<file path="src/sv/peer_table_with_aging_macros.svh">
// assertion macros used by the peer table datapath
`ifndef PEER_TABLE_WITH_AGING_MACROS_SVH
`define PEER_TABLE_WITH_AGING_MACROS_SVH

// consequent must hold in the same cycle as the antecedent
`define PTA_ASSERT_NOW(lbl, ante, cons, msg) \
  lbl: assert property (@(posedge clk_i) disable iff (!rst_ni) (ante) |-> (cons)) \
    else $error(msg);

// consequent must hold in the cycle after the antecedent
`define PTA_ASSERT_NEXT(lbl, ante, cons, msg) \
  lbl: assert property (@(posedge clk_i) disable iff (!rst_ni) (ante) |=> (cons)) \
    else $error(msg);

`endif

</file>
<file path="src/sv/pta_pkg.sv">
// types and constants shared by the peer table modules
`timescale 1ns / 1ps
`default_nettype none

package pta_pkg;

  localparam int unsigned MAC_W       = 48;
  localparam int unsigned TIME_W      = 32;
  localparam int unsigned IN_TDATA_W  = 88;
  localparam int unsigned OUT_TDATA_W = 96;

  localparam logic [TIME_W-1:0] EXPIRY_RESET = 32'd5000;

  // operation carried in the input tuser
  typedef enum logic [1:0] {
    FUNC_BEACON = 2'd0,
    FUNC_EXPIRE = 2'd1,
    FUNC_READ   = 2'd2
  } pta_func_e;

  // result status carried in the output tuser
  typedef enum logic [2:0] {
    STAT_UPDATED  = 3'd0,
    STAT_INSERTED = 3'd1,
    STAT_DROPPED  = 3'd2,
    STAT_EXPIRED  = 3'd3,
    STAT_READ_OK  = 3'd4,
    STAT_RANGE    = 3'd5
  } pta_status_e;

  // controller to datapath
  typedef struct packed {
    logic accept;  // capture the input transaction
    logic scan;    // walk the table one slot per cycle
    logic commit;  // finish the operation and load the result
  } pta_cmd_t;

  // datapath to controller
  typedef struct packed {
    pta_func_e func;       // captured operation
    logic      scan_done;  // walk finished or beacon matched
    logic      out_free;   // result register can take a new transaction
  } pta_sts_t;

endpackage

`default_nettype wire

</file>
<file path="src/sv/pta_ctrl.sv">
// control state machine of the peer table
`timescale 1ns / 1ps
`default_nettype none

module pta_ctrl
  import pta_pkg::*;
(
  input  wire logic     clk_i,
  input  wire logic     rst_ni,
  input  wire logic     in_valid_i,
  output logic          in_ready_o,
  input  wire pta_sts_t sts_i,
  output pta_cmd_t      cmd_o
);

  localparam logic [1:0] ST_IDLE   = 2'd0;
  localparam logic [1:0] ST_SCAN   = 2'd1;
  localparam logic [1:0] ST_READ   = 2'd2;
  localparam logic [1:0] ST_RESULT = 2'd3;

  logic [1:0] state_q, state_d;

  // next state and commands
  always_comb begin
    state_d    = state_q;
    cmd_o      = '0;
    in_ready_o = 1'b0;
    unique case (state_q)
      ST_IDLE: begin
        in_ready_o = 1'b1;
        if (in_valid_i) begin
          cmd_o.accept = 1'b1;
          state_d      = ST_SCAN;
        end
      end
      ST_SCAN: begin
        // first cycle after capture also sorts out the operation
        case (sts_i.func) inside
          FUNC_BEACON, FUNC_EXPIRE: begin
            cmd_o.scan = 1'b1;
            if (sts_i.scan_done) begin
              state_d = ST_RESULT;
            end
          end
          FUNC_READ: state_d = ST_READ;
          default:   state_d = ST_RESULT;
        endcase
      end
      ST_READ: begin
        state_d = ST_RESULT;
      end
      ST_RESULT: begin
        if (sts_i.out_free) begin
          cmd_o.commit = 1'b1;
          state_d      = ST_IDLE;
        end
      end
      default: state_d = ST_IDLE;
    endcase
  end

  // state register
  always_ff @(posedge clk_i or negedge rst_ni) begin
    if (!rst_ni) begin
      state_q <= ST_IDLE;
    end else begin
      state_q <= state_d;
    end
  end

endmodule

`default_nettype wire

</file>
<file path="src/sv/pta_datapath.sv">
// table memory, scan pointers and result register of the peer table
`timescale 1ns / 1ps
`default_nettype none
`include "peer_table_with_aging_macros.svh"

module pta_datapath
  import pta_pkg::*;
#(
  parameter int unsigned TABLE_DEPTH = 8
) (
  input  wire logic                     clk_i,
  input  wire logic                     rst_ni,
  input  wire logic                     cfg_we_i,
  input  wire logic [TIME_W-1:0]        cfg_wdata_i,
  input  wire logic [1:0]               in_func_i,
  input  wire logic [IN_TDATA_W-1:0]    in_data_i,
  input  wire pta_cmd_t                 cmd_i,
  output pta_sts_t                      sts_o,
  output logic                          out_valid_o,
  input  wire logic                     out_ready_i,
  output logic [2:0]                    out_status_o,
  output logic [OUT_TDATA_W-1:0]        out_data_o
);

  localparam int unsigned IW = (TABLE_DEPTH > 1) ? $clog2(TABLE_DEPTH) : 1;
  localparam int unsigned CW = $clog2(TABLE_DEPTH + 1);

  typedef struct packed {
    logic [MAC_W-1:0]  mac;
    logic              role;
    logic [TIME_W-1:0] seen;
  } entry_t;

  // table memory
  entry_t mem [TABLE_DEPTH];
  entry_t rdata_q;
  logic   we;
  logic [IW-1:0] waddr, raddr;
  entry_t wdata;

  // captured operation
  pta_func_e         op_func_q;
  logic [MAC_W-1:0]  op_mac_q;
  logic              op_role_q;
  logic [TIME_W-1:0] op_now_q;
  logic [2:0]        op_ridx_q;

  logic [TIME_W-1:0] expiry_q;
  logic [CW-1:0]     cnt_q, cnt_d;
  logic [CW-1:0]     idx_q, kept_q;
  logic [IW-1:0]     chk_q, slot_q;
  logic              pend_q, match_q;

  logic              issue, hit, keep, rd_ok, out_free;
  logic [TIME_W-1:0] age;

  // result register
  logic              out_valid_q;
  logic [2:0]        res_status_d, res_status_q;
  logic [2:0]        res_slot_d, res_slot_q;
  logic [3:0]        res_count_d, res_count_q;
  logic [3:0]        res_removed_d, res_removed_q;
  entry_t            res_entry_d, res_entry_q;

  assign out_free = !out_valid_q || out_ready_i;
  assign issue    = idx_q < cnt_q;
  assign age      = op_now_q - rdata_q.seen;
  assign hit      = pend_q && (op_func_q == FUNC_BEACON) && (rdata_q.mac == op_mac_q);
  assign keep     = age < expiry_q;
  assign rd_ok    = (CW + 3)'(op_ridx_q) < (CW + 3)'(cnt_q);

  assign sts_o.func      = op_func_q;
  assign sts_o.scan_done = hit || (!pend_q && !issue);
  assign sts_o.out_free  = out_free;

  // read address: walk pointer while scanning, read index otherwise
  always_comb begin
    if (cmd_i.scan) begin
      raddr = issue ? idx_q[IW-1:0] : '0;
    end else begin
      raddr = IW'(op_ridx_q);
    end
  end

  // write port, commit path and result fields
  always_comb begin
    we            = 1'b0;
    waddr         = '0;
    wdata         = rdata_q;
    cnt_d         = cnt_q;
    res_status_d  = STAT_RANGE;
    res_slot_d    = '0;
    res_count_d   = 4'(cnt_q);
    res_removed_d = '0;
    res_entry_d   = '0;
    if (cmd_i.scan) begin
      if (hit) begin
        // refresh role and last-seen time of the matching peer
        we         = 1'b1;
        waddr      = chk_q;
        wdata.role = op_role_q;
        wdata.seen = op_now_q;
      end else if (pend_q && (op_func_q == FUNC_EXPIRE) && keep) begin
        // move a kept entry down to the compacted position
        we    = 1'b1;
        waddr = kept_q[IW-1:0];
      end
    end
    if (cmd_i.commit) begin
      case (op_func_q)
        FUNC_BEACON: begin
          if (match_q) begin
            res_status_d = STAT_UPDATED;
            res_slot_d   = 3'(slot_q);
          end else if (cnt_q >= CW'(TABLE_DEPTH)) begin
            res_status_d = STAT_DROPPED;
          end else begin
            we           = 1'b1;
            waddr        = cnt_q[IW-1:0];
            wdata.mac    = op_mac_q;
            wdata.role   = op_role_q;
            wdata.seen   = op_now_q;
            cnt_d        = cnt_q + CW'(1);
            res_status_d = STAT_INSERTED;
            res_slot_d   = 3'(cnt_q);
            res_count_d  = 4'(cnt_d);
          end
        end
        FUNC_EXPIRE: begin
          cnt_d         = kept_q;
          res_status_d  = STAT_EXPIRED;
          res_count_d   = 4'(kept_q);
          res_removed_d = 4'(cnt_q - kept_q);
        end
        FUNC_READ: begin
          if (rd_ok) begin
            res_status_d = STAT_READ_OK;
            res_slot_d   = op_ridx_q;
            res_entry_d  = rdata_q;
          end
        end
        default: res_status_d = STAT_RANGE;
      endcase
    end
  end

  // memory write and registered read
  always_ff @(posedge clk_i) begin
    if (we) begin
      mem[waddr] <= wdata;
    end
  end

  always_ff @(posedge clk_i) begin
    rdata_q <= mem[raddr];
  end

  // operation capture
  always_ff @(posedge clk_i) begin
    if (cmd_i.accept) begin
      op_func_q <= pta_func_e'(in_func_i);
      op_mac_q  <= in_data_i[47:0];
      op_role_q <= in_data_i[48];
      op_now_q  <= in_data_i[80:49];
      op_ridx_q <= in_data_i[83:81];
    end
  end

  // walk pointers and match tracking
  always_ff @(posedge clk_i or negedge rst_ni) begin
    if (!rst_ni) begin
      idx_q   <= '0;
      kept_q  <= '0;
      chk_q   <= '0;
      slot_q  <= '0;
      pend_q  <= 1'b0;
      match_q <= 1'b0;
    end else if (cmd_i.accept) begin
      idx_q   <= '0;
      kept_q  <= '0;
      pend_q  <= 1'b0;
      match_q <= 1'b0;
    end else if (cmd_i.scan) begin
      idx_q  <= idx_q + CW'(issue);
      chk_q  <= idx_q[IW-1:0];
      pend_q <= issue;
      if (hit) begin
        match_q <= 1'b1;
        slot_q  <= chk_q;
      end
      if (pend_q && (op_func_q == FUNC_EXPIRE) && keep) begin
        kept_q <= kept_q + CW'(1);
      end
    end
  end

  // valid count and expiry register
  always_ff @(posedge clk_i or negedge rst_ni) begin
    if (!rst_ni) begin
      cnt_q    <= '0;
      expiry_q <= EXPIRY_RESET;
    end else begin
      cnt_q <= cnt_d;
      if (cfg_we_i) begin
        expiry_q <= cfg_wdata_i;
      end
    end
  end

  // result handshake
  always_ff @(posedge clk_i or negedge rst_ni) begin
    if (!rst_ni) begin
      out_valid_q <= 1'b0;
    end else if (cmd_i.commit) begin
      out_valid_q <= 1'b1;
    end else if (out_ready_i) begin
      out_valid_q <= 1'b0;
    end
  end

  // result payload
  always_ff @(posedge clk_i) begin
    if (cmd_i.commit) begin
      res_status_q  <= res_status_d;
      res_slot_q    <= res_slot_d;
      res_count_q   <= res_count_d;
      res_removed_q <= res_removed_d;
      res_entry_q   <= res_entry_d;
    end
  end

  assign out_valid_o  = out_valid_q;
  assign out_status_o = res_status_q;
  assign out_data_o   = {4'b0, res_entry_q.seen, res_entry_q.role, res_entry_q.mac,
                         res_removed_q, res_count_q, res_slot_q};

  `PTA_ASSERT_NOW(a_count_bound, 1'b1, cnt_q <= CW'(TABLE_DEPTH), "valid count beyond depth")
  `PTA_ASSERT_NOW(a_kept_behind, cmd_i.scan, kept_q <= idx_q, "compaction ahead of walk")
  `PTA_ASSERT_NOW(a_commit_free, cmd_i.commit, out_free, "result loaded over pending data")
  `PTA_ASSERT_NEXT(a_expire_shrinks, cmd_i.commit && (op_func_q == FUNC_EXPIRE),
                   cnt_q <= $past(cnt_q), "expire pass grew the table")

endmodule

`default_nettype wire

</file>
<file path="src/sv/peer_table_with_aging.sv">
// Peer table with aging: a dense, ordered table of up to TABLE_DEPTH peers
// (MAC, role, last-seen time) held in one memory with a single read and a
// single write port. Every input transaction gives one result transaction.
// A beacon walks the valid entries one per cycle and stops at the first
// matching MAC; an expire pass walks all valid entries and compacts the
// kept ones in place as it goes. The walk goes through the memory read
// port, so each slot is read into a register before it is checked. A new
// transaction is taken while the last result is still waiting on the
// output register. The user must write expiry_ms through cfg_we_i /
// cfg_wdata_i only while the block is idle; the block itself does not
// enforce this.
`timescale 1ns / 1ps
`default_nettype none

module peer_table_with_aging
  import pta_pkg::*;
#(
  parameter int unsigned TABLE_DEPTH = 8
) (
  input  wire logic                   clk_i,
  input  wire logic                   rst_ni,
  // expiry threshold in milliseconds
  input  wire logic                   cfg_we_i,
  input  wire logic [TIME_W-1:0]      cfg_wdata_i,
  input  wire logic                   s_axis_tvalid,
  output logic                        s_axis_tready,
  // [47:0] peer_mac, [48] peer_role, [80:49] now_ms, [83:81] read_index
  input  wire logic [IN_TDATA_W-1:0]  s_axis_tdata,
  // [1:0] func
  input  wire logic [1:0]             s_axis_tuser,
  output logic                        m_axis_tvalid,
  input  wire logic                   m_axis_tready,
  // [2:0] slot, [6:3] entry_count, [10:7] removed_count, [58:11] entry_mac,
  // [59] entry_role, [91:60] entry_seen_ms
  output logic [OUT_TDATA_W-1:0]      m_axis_tdata,
  // [2:0] status
  output logic [2:0]                  m_axis_tuser
);

  pta_cmd_t cmd;
  pta_sts_t sts;

  // sequencing of each operation
  pta_ctrl u_ctrl (
    .clk_i      (clk_i),
    .rst_ni     (rst_ni),
    .in_valid_i (s_axis_tvalid),
    .in_ready_o (s_axis_tready),
    .sts_i      (sts),
    .cmd_o      (cmd)
  );

  // table storage and result path
  pta_datapath #(
    .TABLE_DEPTH (TABLE_DEPTH)
  ) u_datapath (
    .clk_i        (clk_i),
    .rst_ni       (rst_ni),
    .cfg_we_i     (cfg_we_i),
    .cfg_wdata_i  (cfg_wdata_i),
    .in_func_i    (s_axis_tuser),
    .in_data_i    (s_axis_tdata),
    .cmd_i        (cmd),
    .sts_o        (sts),
    .out_valid_o  (m_axis_tvalid),
    .out_ready_i  (m_axis_tready),
    .out_status_o (m_axis_tuser),
    .out_data_o   (m_axis_tdata)
  );

endmodule

`default_nettype wire

</file>
<file path="config.mk">
export PLATFORM = sky130hd
export DESIGN_NAME = peer_table_with_aging
export DESIGN_NICKNAME = d
export VERILOG_FILES = /design/src/sv/pta_pkg.sv /design/src/sv/pta_ctrl.sv /design/src/sv/pta_datapath.sv /design/src/sv/peer_table_with_aging.sv
export VERILOG_INCLUDE_DIRS = /design/src /design/src/sv
export SDC_FILE = /design/constraint.sdc
export NUM_CORES = 1
export LEC_CHECK = 0
export BUFFER_PORTS_ARGS = -buffer_cell sky130_fd_sc_hd__buf_2
export CORE_UTILIZATION = 35
export CTS_CLUSTER_DIAMETER = 30
export CTS_CLUSTER_SIZE = 10
export DETAILED_ROUTE_END_ITERATION = 6
export PLACE_DENSITY_LB_ADDON = 0.1
export SETUP_SLACK_MARGIN = 0.05
export SYNTH_ARGS = -nofsm -noshare
export SYNTH_HDL_FRONTEND = slang
export SYNTH_SLANG_ARGS = --single-unit
</file>
<file path="constraint.sdc">
create_clock -name clk_i -period 28.1 [get_ports clk_i]
set_clock_uncertainty 0.1 [all_clocks]
set_input_delay 4.215 -clock clk_i [delete_from_list [all_inputs] [get_ports clk_i]]
set_output_delay 4.215 -clock clk_i [all_outputs]
set_load 0.005 [all_outputs]
</file>
==> flow_metrics.tcl <==
set metrics [dict create \
    globalRouteMet3Util_pct 3.774 \
    finalSetupTns_ns 0 \
    seq_area_frac_synth_pct 70.90 \
    synth_top_family_by_area "multiplexers" \
    core-area_um2 111100 \
    ctsHoldBuffers 0 \
    cts_buffers 222 \
    post-route-cell-area_um2 50230 \
    mostFrequentLayoutCells "829 x edfxtp_1, 224 x clkbuf_16, 219 x buf_2" \
    crit_chain "buf_2 -> nand2b_1 -> nand2_1 -> inv_6 -> nand3_4 -> a31o_2 -> a21oi_1 -> and3_4 -> buf_4" \
    ant_nets 0 \
    cpPeakStageDelay_ns 0.82 \
    fin_crit_sh_pct 28.78 \
    p_leak_nw 18.52 \
    synth_compound_area_share_pct 3.208 \
    synth_adder_area_share_pct 2.614 \
    clkTransAtPathRegs_ns 0.04 \
    drtIter0Drc 1317 \
    yosysUniqueCellTypes 78 \
    synth_seq_cells 965 \
    startpoint_type "input pin" \
    max_slew_margin_pct 29.08 \
    syn_avg_cell_area_um2 18.66 \
    drv_cap 0 \
    muxShareOfSynthArea_pct 15.79 \
    met1_usage_pct 22.43 \
    period_needed_ns 8.087 \
    cts_tree "done" \
    grt_start_max_net_pins 64 \
    io_pins 228 \
    hold_slack_ns 0.4183 \
    hold_path_class "reg -> reg" \
    async_flop_share_pct 5.699 \
    synthCells 2109 \
    p_per_area_nw_per_um2 120.0 \
    final_layout_size_suffix_gt1_share_pct 33.91 \
    cp_data_arrival_time_ns 8.38 \
    grt_first_pass_wirelength_um 142400 \
    antenna_found_initial 5 \
    die_area_um2 113800 \
    postCtsSetupBuffers 0 \
    area_growth_syn_to_layout_pct 27.65 \
    synth-edff-count 829 \
    die_h_um 337.3 \
    nets 2708 \
    hold_violations 0 \
    worst-path-buf-inv 3 \
    hpwlAfterDp_um 57060 \
    final_common_cell "edfxtp_1" \
    synth-xor-area-share_pct 1.781 \
    drv_slew 0 \
    die_w_um 337.3 \
    drt-vias-per-instance 4.854 \
    peakVddDrop_mv 0.06178 \
    grt_setup_unrepaired "false" \
    crit_fanout 53 \
    grt_pass1_vias 22070 \
    synth_area_um2 39350 \
    top_usage_layer "met2" \
    ctsResizeCount 0 \
    dr.pass1.iters 5 \
    end_kind "flop" \
    max_freq_ghz 0.1237 \
    outcome "finished, final reports clean" \
    initial_core_util_pct 35.41 \
    grtUsageMet2_pct 28.52 \
    critPathSlowestCell "and3_4" \
    gp_congestion 0.7611 \
    criticalPathCategory "in -> reg" \
    cts_max_path_buffers 3 \
    grt-ovfl-total 0 \
    required_ns 28.39 \
    clock-sinks 965 \
    io_buffers 219 \
    yosysWarnings 0 \
    via_count 20345 \
    setup_viol 0 \
    post_drt_wl_per_cell_um 23.32 \
    tightest_slew_ns 1.064 \
    core.rowCount 122 \
    critPathTopFamily "simple AND/OR/NAND/NOR gates" \
    routed_wl_um 97720 \
    synth-simple-area-share_pct 3.542 \
    synth_flop_cell "edfxtp_1" \
    clkLatencyLatePin_ns 0.78 \
    grt_usage_pct 17.32 \
    drc 0 \
    placed_cell_area_um2 42150 \
    cts-root-buf "clkbuf_16" \
    h-tree-depth 4 \
]
-- cell usage after synthesis, types with 5 or more instances --
| cell | instances | area share (%) |
|---|---|---|
| a211oi_1 | 7 | 0.13 |
| a21o_1 | 29 | 0.55 |
| a21oi_1 | 38 | 0.48 |
| a31oi_1 | 6 | 0.095 |
| and2_1 | 51 | 0.81 |
| and3_1 | 8 | 0.13 |
| buf_1 | 8 | 0.076 |
| buf_2 | 38 | 0.48 |
| buf_4 | 5 | 0.095 |
| buf_8 | 8 | 0.31 |
| clkbuf_1 | 24 | 0.23 |
| dfrtp_1 | 50 | 3.2 |
| dfstp_2 | 5 | 0.33 |
| dfxtp_1 | 81 | 4.1 |
| edfxtp_1 | 829 | 63 |
| ha_1 | 79 | 2.5 |
| inv_1 | 91 | 0.87 |
| mux2_2 | 90 | 2.6 |
| mux2_4 | 80 | 3.1 |
| mux2i_1 | 5 | 0.13 |
| mux4_1 | 80 | 5.3 |
| mux4_2 | 82 | 4.7 |
| nand2_1 | 70 | 0.67 |
| nand2b_1 | 7 | 0.11 |
| nand3_1 | 11 | 0.14 |
| nand4_1 | 22 | 0.35 |
| nor2_1 | 42 | 0.40 |
| nor2b_1 | 5 | 0.079 |
| nor3_1 | 41 | 0.52 |
| o211ai_1 | 5 | 0.095 |
| o21ai_0 | 57 | 0.72 |
| xnor2_1 | 67 | 1.5 |
| xor2_1 | 13 | 0.29 |
-- layer usage --
layer  vias up  wire length [µm]  share of wire, %
li1       9259                 -                 -
met1     10397             43460                44
met2       516             47320                48
met3       171              4564               4.7
met4         2              2368               2.4
met5         -                11             0.011
-- state kept, by name (all words and copies together), names as in the netlist, 32 cells and up --
signal	count
u_datapath.mem	648
u_datapath.expiry_q	32
u_datapath.rdata_q	81
u_datapath.out_data_o	81
u_datapath.op_now_q	32
u_datapath.op_mac_q	48
-- area by class of cell --
cell class                      instances  area (µm²)
Antenna cell                            2       5.005
Clock inverter                        150        2052
Multi-Input combinational cell        969       10710
Sequential cell                       965       27900
Clock buffer                          275        6027
Inverter                               93       356.6
Fill cell                            9677       60900
Tap cell                             1488        1862
Timing Repair Buffer                  249        1321
-- cells by family (layout without fill, tap and decap cells) --
family / Yosys count / in the layout
flops: 965 / 965
mux: 337 / 337
simple gates: 275 / 275
compound gates: 192 / 192
buf+inv: 178 / 767
fa+ha+maj: 81 / 81
xor+xnor: 80 / 80
other cells: 1 / 6
-- worst register-to-register path: cells and delay by family, from the launching register on --
kind	cells	cell delay, ns
buffers and inverters	3	0.98
DFF	1	0.38
xor gates and xnor gates	1	0.08
AOI/OAI and AO/OA	9	2.96
adders and majority gates	3	0.89
and+or+nand+nor	6	1.97
-- final timing paths --
check                                                endpoint                               start  slack (ns)  cells after the start
min reg2reg                u_datapath.expiry_q[8]$_DFFE_PN1P_  u_datapath.expiry_q[8]$_DFFE_PN1P_        0.42                      2
min                        u_datapath.expiry_q[8]$_DFFE_PN1P_  u_datapath.expiry_q[8]$_DFFE_PN1P_        0.42                      2
max in group asynchronous       u_ctrl.state_q[0]$_DFFE_PN0P_                              rst_ni       23.82                      2
max                           u_datapath.mem[2][79]$_DFFE_PP_                       m_axis_tready       20.01                      9
max reg2reg                   u_datapath.mem[2][79]$_DFFE_PP_    u_datapath.op_now_q[0]$_DFFE_PP_       20.32                     22
min in group asynchronous  u_datapath.expiry_q[1]$_DFFE_PN0P_                              rst_ni        3.49                      2
-- per-stage QoR --
stage / power, W / std cells / setup slack [ns] / util, %
6_report: 0.006026 / 4191 / 20.01 / 45.20
3_5_place_dp: 0.003359 / 3764 / 19.08 / 37.93
2_1_floorplan: 0.002931 / 2112 / 14.19 / -
4_1_cts: 0.006108 / 4189 / 19.97 / 45.20
3_3_place_gp: 0.003334 / 3764 / 19.20 / 37.93
5_1_grt: 0.006308 / 4189 / 19.79 / 45.20
-- where the power goes --
group | internal [W] | leakage [nW] | switching (W)
sequential | 0.00191 | 8.90 | 0.000106
combinational | 0.000549 | 5.74 | 0.000743
clock | 0.00189 | 3.89 | 0.000829
total | 0.00435 | 18.5 | 0.00168
No activity file was read; power rests on OpenSTA's default activity.
